### config.mk
export PLATFORM = sky130hd
export DESIGN_NAME = bdt_ram
export DESIGN_NICKNAME = d
export VERILOG_FILES = /design/src/rtl/core/binary_decision_tree_classifier_assert.svh /design/src/rtl/core/bdt_ram.sv
export SDC_FILE = /design/constraint.sdc
export NUM_CORES = 1
export LEC_CHECK = 0
export BUFFER_PORTS_ARGS = -buffer_cell sky130_fd_sc_hd__buf_2
export CORE_MARGIN = 2
export CORE_UTILIZATION = 46
export DETAILED_ROUTE_END_ITERATION = 16
export PLACE_DENSITY_LB_ADDON = 0.12
export SYNTH_ARGS = -nofsm -noshare
export SYNTH_HDL_FRONTEND = slang
export SYNTH_SLANG_ARGS = --single-unit
### constraint.sdc
create_clock -name clk -period 2.4 [get_ports clk]
set_clock_uncertainty 0.2 [all_clocks]
set_input_delay 0.12 -clock clk [delete_from_list [all_inputs] [get_ports clk]]
set_output_delay 0.12 -clock clk [all_outputs]
set_load 0.01 [all_outputs]
### src/rtl/core/binary_decision_tree_classifier_assert.svh
// Assertion macros shared by the classifier RTL
`ifndef BINARY_DECISION_TREE_CLASSIFIER_ASSERT_SVH
`define BINARY_DECISION_TREE_CLASSIFIER_ASSERT_SVH

// Check that a condition implies another in the same cycle
`define BDT_ASSERT_SAME(name, clk, rst_n, pre, post, msg) \
    name: assert property (@(posedge clk) disable iff (!rst_n) (pre) |-> (post)) \
        else $error(msg);

// Check that a condition implies another in the next cycle
`define BDT_ASSERT_NEXT(name, clk, rst_n, pre, post, msg) \
    name: assert property (@(posedge clk) disable iff (!rst_n) (pre) |=> (post)) \
        else $error(msg);

`endif

### src/rtl/core/bdt_ram.sv
// Generic single-write, single-read RAM with registered read data
`timescale 1ns / 1ps

module bdt_ram #(
    parameter int WIDTH = 8,
    parameter int DEPTH = 16,
    localparam int AW = (DEPTH > 1) ? $clog2(DEPTH) : 1
) (
    input  logic             clk,
    input  logic             we,
    input  logic [AW-1:0]    waddr,
    input  logic [WIDTH-1:0] wdata,
    input  logic             re,
    input  logic [AW-1:0]    raddr,
    output logic [WIDTH-1:0] rdata
);

    logic [WIDTH-1:0] mem [DEPTH];

    // Write port
    always_ff @(posedge clk)
    begin
        if (we)
        begin
            mem[waddr] <= wdata;
        end
    end

    // Read port, registered, holds between reads
    always_ff @(posedge clk)
    begin
        if (re)
        begin
            rdata <= mem[raddr];
        end
    end

endmodule

==> results.yml <==
worst_setup_path:
  crit_type: "reg2reg"
  crit_chain: "mux4_2, a22oi_1, nand2_1"
  crit_path_max_fanout: 1
  reg2reg_from: "mem[2][6]"
  startpoint: "mem[2][6]"
  required_ns: 2.34
  cp_top_family: "multiplexers"
  end_kind: "flop"
  cp_num_buf_inv: 0
  critical-path-slowest-cell: "mux4_2"
  max_stage_delay_ns: 0.47
  start_kind: "flop"
  arrival_ns: 1.67
final_layout:
  multi_input_area_mm2: 0.00106
  antenna_cells: 0
  drive_gt1_share_pct: 29.8
  fill_cells: 835
  syn2layout_area_growth_pct: 19.7
  nNetsFinal: 312
  ff_latch_area_mm2: 0.00408
timing:
  tightest_slew_ns: 0.449
  finalCriticalPeriod_ns: 1.72
  period_share_pct: 71.8
  drv_slew: 0
  hold_violations: 0
  tns_ns: 0
  fmax_mhz: 580
  slew_headroom_pct: 70.0
  rsz0062_at_grt: "false"
  finalSetupViolations: 0
synthesis:
  async_flop_share_pct: 0
  yosysSeqAreaShare_pct: 78.1
  synth_top_area_share_pct: 78.1
  yosysWarningCount: 0
  ys.flop_type: "edfxtp_1"
  synthAdderAreaFrac_pct: 0
  synth_edf_count: 136
  syn_area_mm2: 0.00523
  synth_area_per_cell_um2: 22.8
  synth_compound_area_share_pct: 2.30
  synth_area_leaders: "edfxtp_1, mux4_2, mux4_1"
  syn-num-nets: 248
  synth_xor_area_share_pct: 0
  synth_largest_area_cell: "edfxtp_1"
  synth_commonest_cells: "edfxtp_1, mux4_2, a22oi_1"
  synth_top_family_by_area: "multiplexers"
  synth_simple_gate_area_share_pct: 3.14
  yosys.cell_types.count: 18
  yosysMostFrequentCell: "edfxtp_1"
  syn_inst: 229
  synth_mux_area_share_pct: 14.8
  ys_ff_latch: 136
floorplan:
  die_area_mm2: 0.0122
  die_x_um: 111
  die_h_um: 111
  fp-row-count: 38
  core_mm2: 0.0110
  initial_core_util_pct: 47.6
  ios: 27
power:
  power_density_mw_per_mm2: 851
  finalPower_uw: 5330
  ir_drop_mv: 0.361
  power_leakage_uw: 0.00213
clock_tree:
  postCtsResizedCells: 0
  clockRootBuffer: "clkbuf_16"
  htree_levels: 4
  cts_buffer_depth: 2
  cts_buffers: 17
  clock_latency_ns: 0.40
  cts_setup_buffers: 0
  hold_buffers: 9
  cts_tree: "built"
  cts_sinks: 136
  clkTransAtPathRegs_ns: 0.05
placed_design:
  gp_congestion: 0.779
  place_hpwl_mm: 6.51
  port_buffers: 26
drt:
  viasPerCell: 5.69
  postRouteAntennaNets: 0
  num_vias: 2533
  drt_iter0_markers: 208
  drc: 0
  firstDrtPassIters: 4
  detail_route.wl_per_cell_um: 23.7
  wl_mm: 10.6
grt:
  grt_pass1_vias: 2587
  grt_overflow: 0
  grt_usage_pct: 18.5
  antenna_found_initial: 0
  grt_pass1_wl_mm: 16.0
  grt_max_degree: 33
min_path:
  hold_path_class: "in2reg"
  min-delay-start: "raddr[1]"
outcome:
  status: "finished, final reports clean"
run:
  cap_violations: 0
## power breakdown
| group | leakage (uW) | switching, uW | internal, uW |
|---|---|---|---|
| logic | 0.000626 | 145 | 115 |
| clock network | 0.000264 | 873 | 1500 |
| registers | 0.00124 | 13.0 | 2680 |
| total | 0.00213 | 1030 | 4300 |
## flip-flops by register name, indices dropped and copies added (netlist names)
| register | flops |
|---|---|
| mem | 128 |
| rdata | 8 |
## placed cells by master (no fill, tap or decap), types with 2 or more instances in the layout
cell           synthesis  final
a22oi_1               16     16
buf_12                 0      2
buf_2                  3     26
buf_4                  1     18
bufinv_16              0      2
clkbuf_1               0      3
clkbuf_16              0     17
clkinv_1               0      2
clkinv_2               0      5
clkinvlp_4             0      2
dlygate4sd3_1          0      9
edfxtp_1             136    136
mux4_1                14     14
mux4_2                18     18
nand2_1                9      9
nand2b_1               2      2
nand3b_1               2      2
nor2_1                13     13
nor3_1                 4      4
## layout make-up
class | instances | share of cell area (%)
sequential | 136 | 65.3
clock buffer | 20 | 6.98
tap | 140 | 2.80
multi-input combinational | 83 | 16.9
clock inverter | 11 | 1.72
timing repair buffer | 55 | 6.32
## logic make-up (layout without fill, tap and decap cells)
kind of cell | after synthesis | count (layout)
DFF | 136 | 136
muxes | 32 | 32
buffers and inverters | 10 | 86
AOI/OAI and AO/OA | 16 | 16
and+or+nand+nor | 35 | 35
## per-stage QoR
step                      instance area [um2]  util (%)  hold WS (ns)  cells  setup WS, ns
after floorplan                          5230         -        0.0189    229         0.587
after global placement                   5620      51.2         0.311    405         0.416
after detailed placement                 5620      51.2         0.314    405         0.422
after CTS                                6260      57.0        0.0563    445         0.625
after global routing                     6260      57.0        0.0854    445         0.579
final                                    6260      57.0        0.0707    445         0.677
## worst register-to-register path, cell delays in order, from the launching register on
cell and delay (ns):
edfxtp_1 0.37, mux4_2 0.47, a22oi_1 0.34, nand2_1 0.09
## layer usage
metal  track usage [%]  vias up  wire length (um)
li1                  -     1109                 -
met1              26.0     1331              4750
met2              28.5       83              5080
met3              4.72       10               603
met4              6.25        0               123
met5                 0        -                 0
## final timing paths
path	to	slack, ns	cells after the start
worst min-delay path	rdata[7]	0.07	4
worst max-delay path	rdata[6]	0.68	3
worst min register to register	rdata[6]	0.55	3
worst max register to register	rdata[6]	0.68	3
No activity file was read; power rests on OpenSTA's default activity.
