### src/rtl/core/binary_decision_tree_classifier_assert.svh
// Assertion macros shared by the classifier RTL
`ifndef BINARY_DECISION_TREE_CLASSIFIER_ASSERT_SVH
`define BINARY_DECISION_TREE_CLASSIFIER_ASSERT_SVH

// Check that a condition implies another in the same cycle
`define BDT_ASSERT_SAME(name, clk, rst_n, pre, post, msg) \
    name: assert property (@(posedge clk) disable iff (!rst_n) (pre) |-> (post)) \
        else $error(msg);

// Check that a condition implies another in the next cycle
`define BDT_ASSERT_NEXT(name, clk, rst_n, pre, post, msg) \
    name: assert property (@(posedge clk) disable iff (!rst_n) (pre) |=> (post)) \
        else $error(msg);

`endif

### src/rtl/core/bdt_pkg.sv
// Shared types and constants of the decision tree classifier
`timescale 1ns / 1ps

package bdt_pkg;

    localparam int NODE_COUNT  = 1024;
    localparam int PIXEL_COUNT = 784;

    localparam int NODE_AW = $clog2(NODE_COUNT);
    localparam int PIX_AW  = $clog2(PIXEL_COUNT);
    localparam int STEP_W  = $clog2(NODE_COUNT + 1);

    localparam logic [1:0] OP_WRITE_NODE  = 2'd0;
    localparam logic [1:0] OP_WRITE_PIXEL = 2'd1;
    localparam logic [1:0] OP_CLASSIFY    = 2'd2;

    typedef struct packed {
        logic [1:0] operation;
        logic [9:0] node_index;
        logic       node_is_leaf;
        logic [9:0] node_feature;
        logic [3:0] node_class;
        logic [9:0] zero_child;
        logic       zero_child_present;
        logic [9:0] one_child;
        logic       one_child_present;
        logic [9:0] pixel_index;
        logic       pixel_value;
    } in_t;

    typedef struct packed {
        logic [3:0] predicted_class;
        logic       reached_leaf;
        logic       hit_step_limit;
    } out_t;

    // One entry of the node table, 37 bits
    typedef struct packed {
        logic       leaf;
        logic [9:0] feature;
        logic [3:0] cls;
        logic [9:0] zero_child;
        logic       zero_present;
        logic [9:0] one_child;
        logic       one_present;
    } node_t;

    typedef struct packed {
        logic               we;
        logic [NODE_AW-1:0] waddr;
        node_t              wdata;
        logic               re;
        logic [NODE_AW-1:0] raddr;
    } node_port_t;

    typedef struct packed {
        logic              we;
        logic [PIX_AW-1:0] waddr;
        logic              wdata;
        logic              re;
        logic [PIX_AW-1:0] raddr;
    } pix_port_t;

endpackage

### src/rtl/core/bdt_walker.sv
// Input decode, tree walk sequencer and result register
`timescale 1ns / 1ps

module bdt_walker
    import bdt_pkg::*;
(
    input  logic       clk,
    input  logic       rst_n,
    input  logic       in_valid,
    output logic       in_ready,
    input  in_t        in_data,
    output logic       out_valid,
    input  logic       out_ready,
    output out_t       out_data,
    output node_port_t node_port,
    input  node_t      node_rdata,
    output pix_port_t  pix_port,
    input  logic       pix_rdata
);

    localparam logic [1:0] ST_IDLE = 2'd0;
    localparam logic [1:0] ST_NODE = 2'd1;
    localparam logic [1:0] ST_PIX  = 2'd2;
    localparam logic [1:0] ST_DONE = 2'd3;

    localparam logic [STEP_W-1:0] STEP_LIMIT = STEP_W'(NODE_COUNT);

    logic [1:0]        state_reg, state_next;
    logic [STEP_W-1:0] step_reg, step_next;
    node_t             cur_node_reg, cur_node_next;
    logic              oob_reg, oob_next;
    out_t              res_reg, res_next;
    logic              out_valid_reg, out_valid_next;
    out_t              out_data_reg, out_data_next;

    logic       accept;
    logic       pix_bit;
    logic [9:0] child;
    logic       child_present;

    assign in_ready  = (state_reg == ST_IDLE);
    assign accept    = in_valid && in_ready;
    assign out_valid = out_valid_reg;
    assign out_data  = out_data_reg;

    // Pick the child by the tested pixel; a feature past the image reads 0
    assign pix_bit       = !oob_reg && pix_rdata;
    assign child         = pix_bit ? cur_node_reg.one_child : cur_node_reg.zero_child;
    assign child_present = pix_bit ? cur_node_reg.one_present : cur_node_reg.zero_present;

    // Walk sequencer: node read, then pixel read, once per level
    always_comb
    begin
        state_next     = state_reg;
        step_next      = step_reg;
        cur_node_next  = cur_node_reg;
        oob_next       = oob_reg;
        res_next       = res_reg;
        out_valid_next = out_valid_reg;
        out_data_next  = out_data_reg;
        node_port.re   = 1'b0;
        node_port.raddr = '0;
        pix_port.re    = 1'b0;
        pix_port.raddr = '0;

        // Table and image writes, taken only while idle so they never meet a walk read
        node_port.we                 = accept && (in_data.operation == OP_WRITE_NODE)
                                       && (int'(in_data.node_index) < NODE_COUNT);
        node_port.waddr              = NODE_AW'(in_data.node_index);
        node_port.wdata.leaf         = in_data.node_is_leaf;
        node_port.wdata.feature      = in_data.node_feature;
        node_port.wdata.cls          = in_data.node_class;
        node_port.wdata.zero_child   = in_data.zero_child;
        node_port.wdata.zero_present = in_data.zero_child_present;
        node_port.wdata.one_child    = in_data.one_child;
        node_port.wdata.one_present  = in_data.one_child_present;

        pix_port.we    = accept && (in_data.operation == OP_WRITE_PIXEL)
                         && (int'(in_data.pixel_index) < PIXEL_COUNT);
        pix_port.waddr = PIX_AW'(in_data.pixel_index);
        pix_port.wdata = in_data.pixel_value;

        // Drop the output word once taken
        if (out_valid_reg && out_ready)
        begin
            out_valid_next = 1'b0;
        end

        case (state_reg)
            ST_IDLE:
            begin
                // Start at the root
                if (accept && (in_data.operation == OP_CLASSIFY))
                begin
                    node_port.re    = 1'b1;
                    node_port.raddr = '0;
                    step_next       = '0;
                    state_next      = ST_NODE;
                end
            end
            ST_NODE:
            begin
                cur_node_next = node_rdata;
                res_next      = '0;
                if (step_reg == STEP_LIMIT)
                begin
                    res_next.hit_step_limit = 1'b1;
                    state_next              = ST_DONE;
                end
                else if (node_rdata.leaf)
                begin
                    step_next                = step_reg + 1'b1;
                    res_next.predicted_class = node_rdata.cls;
                    res_next.reached_leaf    = 1'b1;
                    state_next               = ST_DONE;
                end
                else
                begin
                    step_next      = step_reg + 1'b1;
                    oob_next       = int'(node_rdata.feature) >= PIXEL_COUNT;
                    pix_port.re    = !oob_next;
                    pix_port.raddr = PIX_AW'(node_rdata.feature);
                    state_next     = ST_PIX;
                end
            end
            ST_PIX:
            begin
                // Absent or out-of-table child ends the walk as unknown
                if (!child_present || (int'(child) >= NODE_COUNT))
                begin
                    res_next   = '0;
                    state_next = ST_DONE;
                end
                else
                begin
                    node_port.re    = 1'b1;
                    node_port.raddr = NODE_AW'(child);
                    state_next      = ST_NODE;
                end
            end
            ST_DONE:
            begin
                // Hand the result over once the output register is free
                if (!out_valid_reg || out_ready)
                begin
                    out_data_next  = res_reg;
                    out_valid_next = 1'b1;
                    state_next     = ST_IDLE;
                end
            end
            default:
            begin
                state_next = ST_IDLE;
            end
        endcase
    end

    // Control state
    always_ff @(posedge clk or negedge rst_n)
    begin
        if (!rst_n)
        begin
            state_reg     <= ST_IDLE;
            out_valid_reg <= 1'b0;
        end
        else
        begin
            state_reg     <= state_next;
            out_valid_reg <= out_valid_next;
        end
    end

    // Walk payload
    always_ff @(posedge clk)
    begin
        step_reg     <= step_next;
        cur_node_reg <= cur_node_next;
        oob_reg      <= oob_next;
        res_reg      <= res_next;
        out_data_reg <= out_data_next;
    end

endmodule

### config.mk
export PLATFORM = sky130hd
export DESIGN_NAME = bdt_walker
export DESIGN_NICKNAME = d
export VERILOG_FILES = /design/src/rtl/core/binary_decision_tree_classifier_assert.svh /design/src/rtl/core/bdt_pkg.sv /design/src/rtl/core/bdt_walker.sv
export SDC_FILE = /design/constraint.sdc
export NUM_CORES = 1
export LEC_CHECK = 0
export BUFFER_PORTS_ARGS = -buffer_cell sky130_fd_sc_hd__buf_2
export CAP_MARGIN = 20
export CORE_MARGIN = 5
export CORE_UTILIZATION = 44
export CTS_CLUSTER_DIAMETER = 40
export DETAILED_ROUTE_END_ITERATION = 7
export PLACE_DENSITY = 0.86
export SLEW_MARGIN = 25
export SYNTH_ARGS = -nofsm -noshare
export SYNTH_HDL_FRONTEND = slang
export SYNTH_SLANG_ARGS = --single-unit
### constraint.sdc
create_clock -name clk -period 3.93 [get_ports clk]
set_input_delay 0.786 -clock clk [delete_from_list [all_inputs] [get_ports clk]]
set_output_delay 0.786 -clock clk [all_outputs]
set_load 0.01 [all_outputs]
==> summary.md <==
| Metric | Value |
|---|---|
| Post-route ant nets | `0` |
| Detailed Place HPWL | `about 4200 µm` |
| Final hold violations | `0` |
| # diodes | `0` |
| Combinational Power Share | `31.4%` |
| Slew @ Worst Pin | `around 0.9 ns` |
| Initial core utilization | `45.35%` |
| Post-cts hold buffer count | `0` |
| VDD IR max | `326.1 µV` |
| Max_cap viols | `0` |
| Most frequent cells in the layout | `87 x buf_2, 46 x edfxtp_1, 17 x and2_1` |
| Ratio of cells with drive above 1 in the final layout | `40.70%` |
| Top FF cell, synth | `edfxtp_1` |
| CP Launch Type | `flip-flop` |
| RSZ-0062 raised after global routing | `false` |
| Total power | `~1.9 mW` |
| Clock power frac | `between 10% and 20%` |
| YS warnings | `0` |
| Internal power | `1.215 mW` |
| Pin count of the biggest net entering global routing | `27` |
| Drt total wl | `5328 µm` |
| Post-synthesis async set-or-reset flop share | `between 6 and 7%` |
| RD Place Congestion | `approximately 0.76` |
| WP data arrival | `roughly 2.3 ns` |
| Via count | `approximately 1700` |
| Seq pwr share | `~53%` |
| Post-CTS Setup Inserts | `0` |
| Pwr Density | `666.8 mW/mm²` |
| Vias in the first global route | `about 1700` |
| Gr usage total | `13.42%` |
| Die area | `slightly below 0.008 mm²` |
| Setup Total Neg Slack | `0 ns` |
| PortBufs | `87` |
| Status | `finished, final reports clean` |
| Critical path depth | `4` |
| Fmax | `324.5 MHz` |
| CP endpoint kind | `output port` |
| Tmin final | `3.082 ns` |
| Sw power | `between 600 and 700 µW` |
| Fin crit share | `78.42%` |
| # DRC | `0` |
| DRT iter0 DRCs | `between 70 and 80` |
| Cts repair resizes | `0` |
| Synth cell types | `40` |
| H-Tree Depth | `2` |
| Highest fanout seen on the critical path | `13` |
| Max FFs per register | `22` |
| Syn avg cell area | `around 12 µm²` |
| Longest Clk Path Bufs | `2` |
| WP buf/inv | `1` |
| DIE HEIGHT | `~88 µm` |
| CP Data Required Time | `3.14 ns` |
| # setup viols final | `0` |
| Register bit total from synthesis | `49` |
| Fin Clk Skew | `just under 0.009 ns` |
| Drt first pass iters | `4` |
| Area occupied by registers | `around 0.0015 mm²` |
| Clock-pin slew on the worst setup and hold paths | `0.09 ns` |
| Nets | `about 360` |
| Post-synthesis net count | `about 330` |
| CTS tree | `yes` |
| Sink Count | `between 40 and 50` |
| Hold_ws | `0.2602 ns` |
| Count of final max-slew check failures | `0` |
| Most common cell after layout, fill and taps aside | `buf_2` |
| # fillers | `between 500 and 600` |
| Core area | `0.005921 mm²` |
| CTS Root Cell | `clkbuf_8` |
| Lkg Pwr | `1.227 nW` |
| Die W | `approximately 90 µm` |
| First-pass GRT wire length | `between 8000 and 9000 µm` |
| Row count | `28` |
| Post-synth EDFFs | `46` |
| Total congestion overflow | `0` |
| Post-DR vias/cell | `5.093` |
| Rel. slew slack | `~39%` |
| Largest delay contributor family on the critical path | `compound AO/OA/AOI/OAI gates` |
| Layout area overhead | `6.477%` |
| Cells along the critical path | `nand2b_1 > a311oi_2 > and2_1 > buf_2` |
| Critical Path Max Stage Delay | `0.78 ns` |
| Drt wl/cell | `between 15 and 20 µm` |
| Worst Setup Path Type | `flip-flop to output port` |
| Antenna violations before repair | `0` |
| Multi-input gate area | `around 730 µm²` |
| Worst-Skew Late Latency | `0.30 ns` |
| Mapped Area | `~0.0027 mm²` |
| CP max stage cell | `a311oi_2` |
| Worst Hold Class | `input port to asynchronous set/reset pin` |
| Syn Inst Count | `~230` |
| IO Pins | `approximately 190` |
| Sw frac | `36.28%` |
| Total CTS buffers | `5` |
| Length in cells of the worst reg-to-reg path | `3` |
| Sequential fraction of the synthesis area | `54.24%` |
stage by stage:
stage	util, %	instances	worst slack [ns]	cell area, µm²
floorplan	-	225	1.492	2685
global placement	46.68	325	1.175	2764
detailed placement	46.68	325	1.139	2764
CTS	48.29	333	0.8212	2859
global route	48.29	333	0.6819	2859
finish	48.29	333	0.8481	2859
power groups by stage:
| stage | registers, mW | logic, mW | clock network [mW] |
|---|---|---|---|
| 6_report | 1.00 | 0.599 | 0.306 |
| 5_1_grt | 1.03 | 0.668 | 0.336 |
| 4_1_cts | 1.00 | 0.610 | 0.311 |
| 3_5_place_dp | 1.01 | 0.606 | 0 |
| 3_3_place_gp | 0.997 | 0.587 | 0 |
| 2_1_floorplan | 0.976 | 0.480 | 0 |
final timing paths:
| path | from | to | slack, ns |
|---|---|---|---|
| min in group clk | res_reg[1] | out_data[1] | 0.43 |
| min | rst_n | state_reg[1] | 0.26 |
| max reg2reg | state_reg[1] | res_reg[3] | 1.71 |
| max in group asynchronous | rst_n | state_reg[0] | 3.56 |
| max | state_reg[1] | pix_port[0] | 0.85 |
| min reg2reg | res_reg[1] | out_data[1] | 0.43 |
layer usage:
metal	part of all wire, %	GRT usage, %	wire (µm)
met5	0	0	0
met4	3.6	6.181	193
met3	7.8	4.327	414
met2	53	23.56	2836
met1	35	14.72	1884
synthesized netlist by cell type (2+ instances only):
master | number | area share (%)
buf_4 | 58 | 16
edfxtp_1 | 46 | 51
and2_1 | 17 | 4.0
mux2i_1 | 11 | 4.1
nor3_1 | 11 | 2.1
nand2_1 | 7 | 0.98
nor2_1 | 7 | 0.98
inv_1 | 6 | 0.84
a21oi_1 | 5 | 0.93
nand2b_1 | 5 | 1.2
nand3_1 | 4 | 0.75
or4_1 | 4 | 1.1
buf_2 | 3 | 0.56
clkbuf_1 | 3 | 0.42
dfrtp_1 | 3 | 2.8
o21ai_0 | 3 | 0.56
o31ai_1 | 3 | 0.84
a311oi_2 | 2 | 1.1
and3_1 | 2 | 0.47
ha_1 | 2 | 0.93
nor2b_1 | 2 | 0.47
nor4_2 | 2 | 0.93
xor2_1 | 2 | 0.65
cell families (layout without fill, tap and decap cells):
logic type / count (synthesis) / in the layout / share of synthesized area (%)
buffers and inverters: 71 / 104 / 18.45
AND/OR/NAND/NOR: 70 / 70 / 16.03
flip-flops: 49 / 49 / 54.24
AO/OA/AOI/OAI: 19 / 19 / 5.266
multiplexers: 11 / 11 / 4.101
XOR/XNOR: 3 / 3 / 0.9787
adder cells (fa/ha/maj): 2 / 2 / 0.9318
worst reg2reg max path: stages (launching register included):
cell      delay (ns)
dfrtp_1         0.47
nand2b_1        0.37
inv_1           0.77
a21o_1          0.30
cell type report:
type	count	share of cell area, %
repair buffers	90	16.02
inverters	6	0.7877
well taps	75	3.282
flip-flops and latches	49	50.94
clock inverters	3	0.9190
clock buffers	5	2.407
multi-input cells	105	25.65
Note: power is estimated with default switching activity, not from simulation.
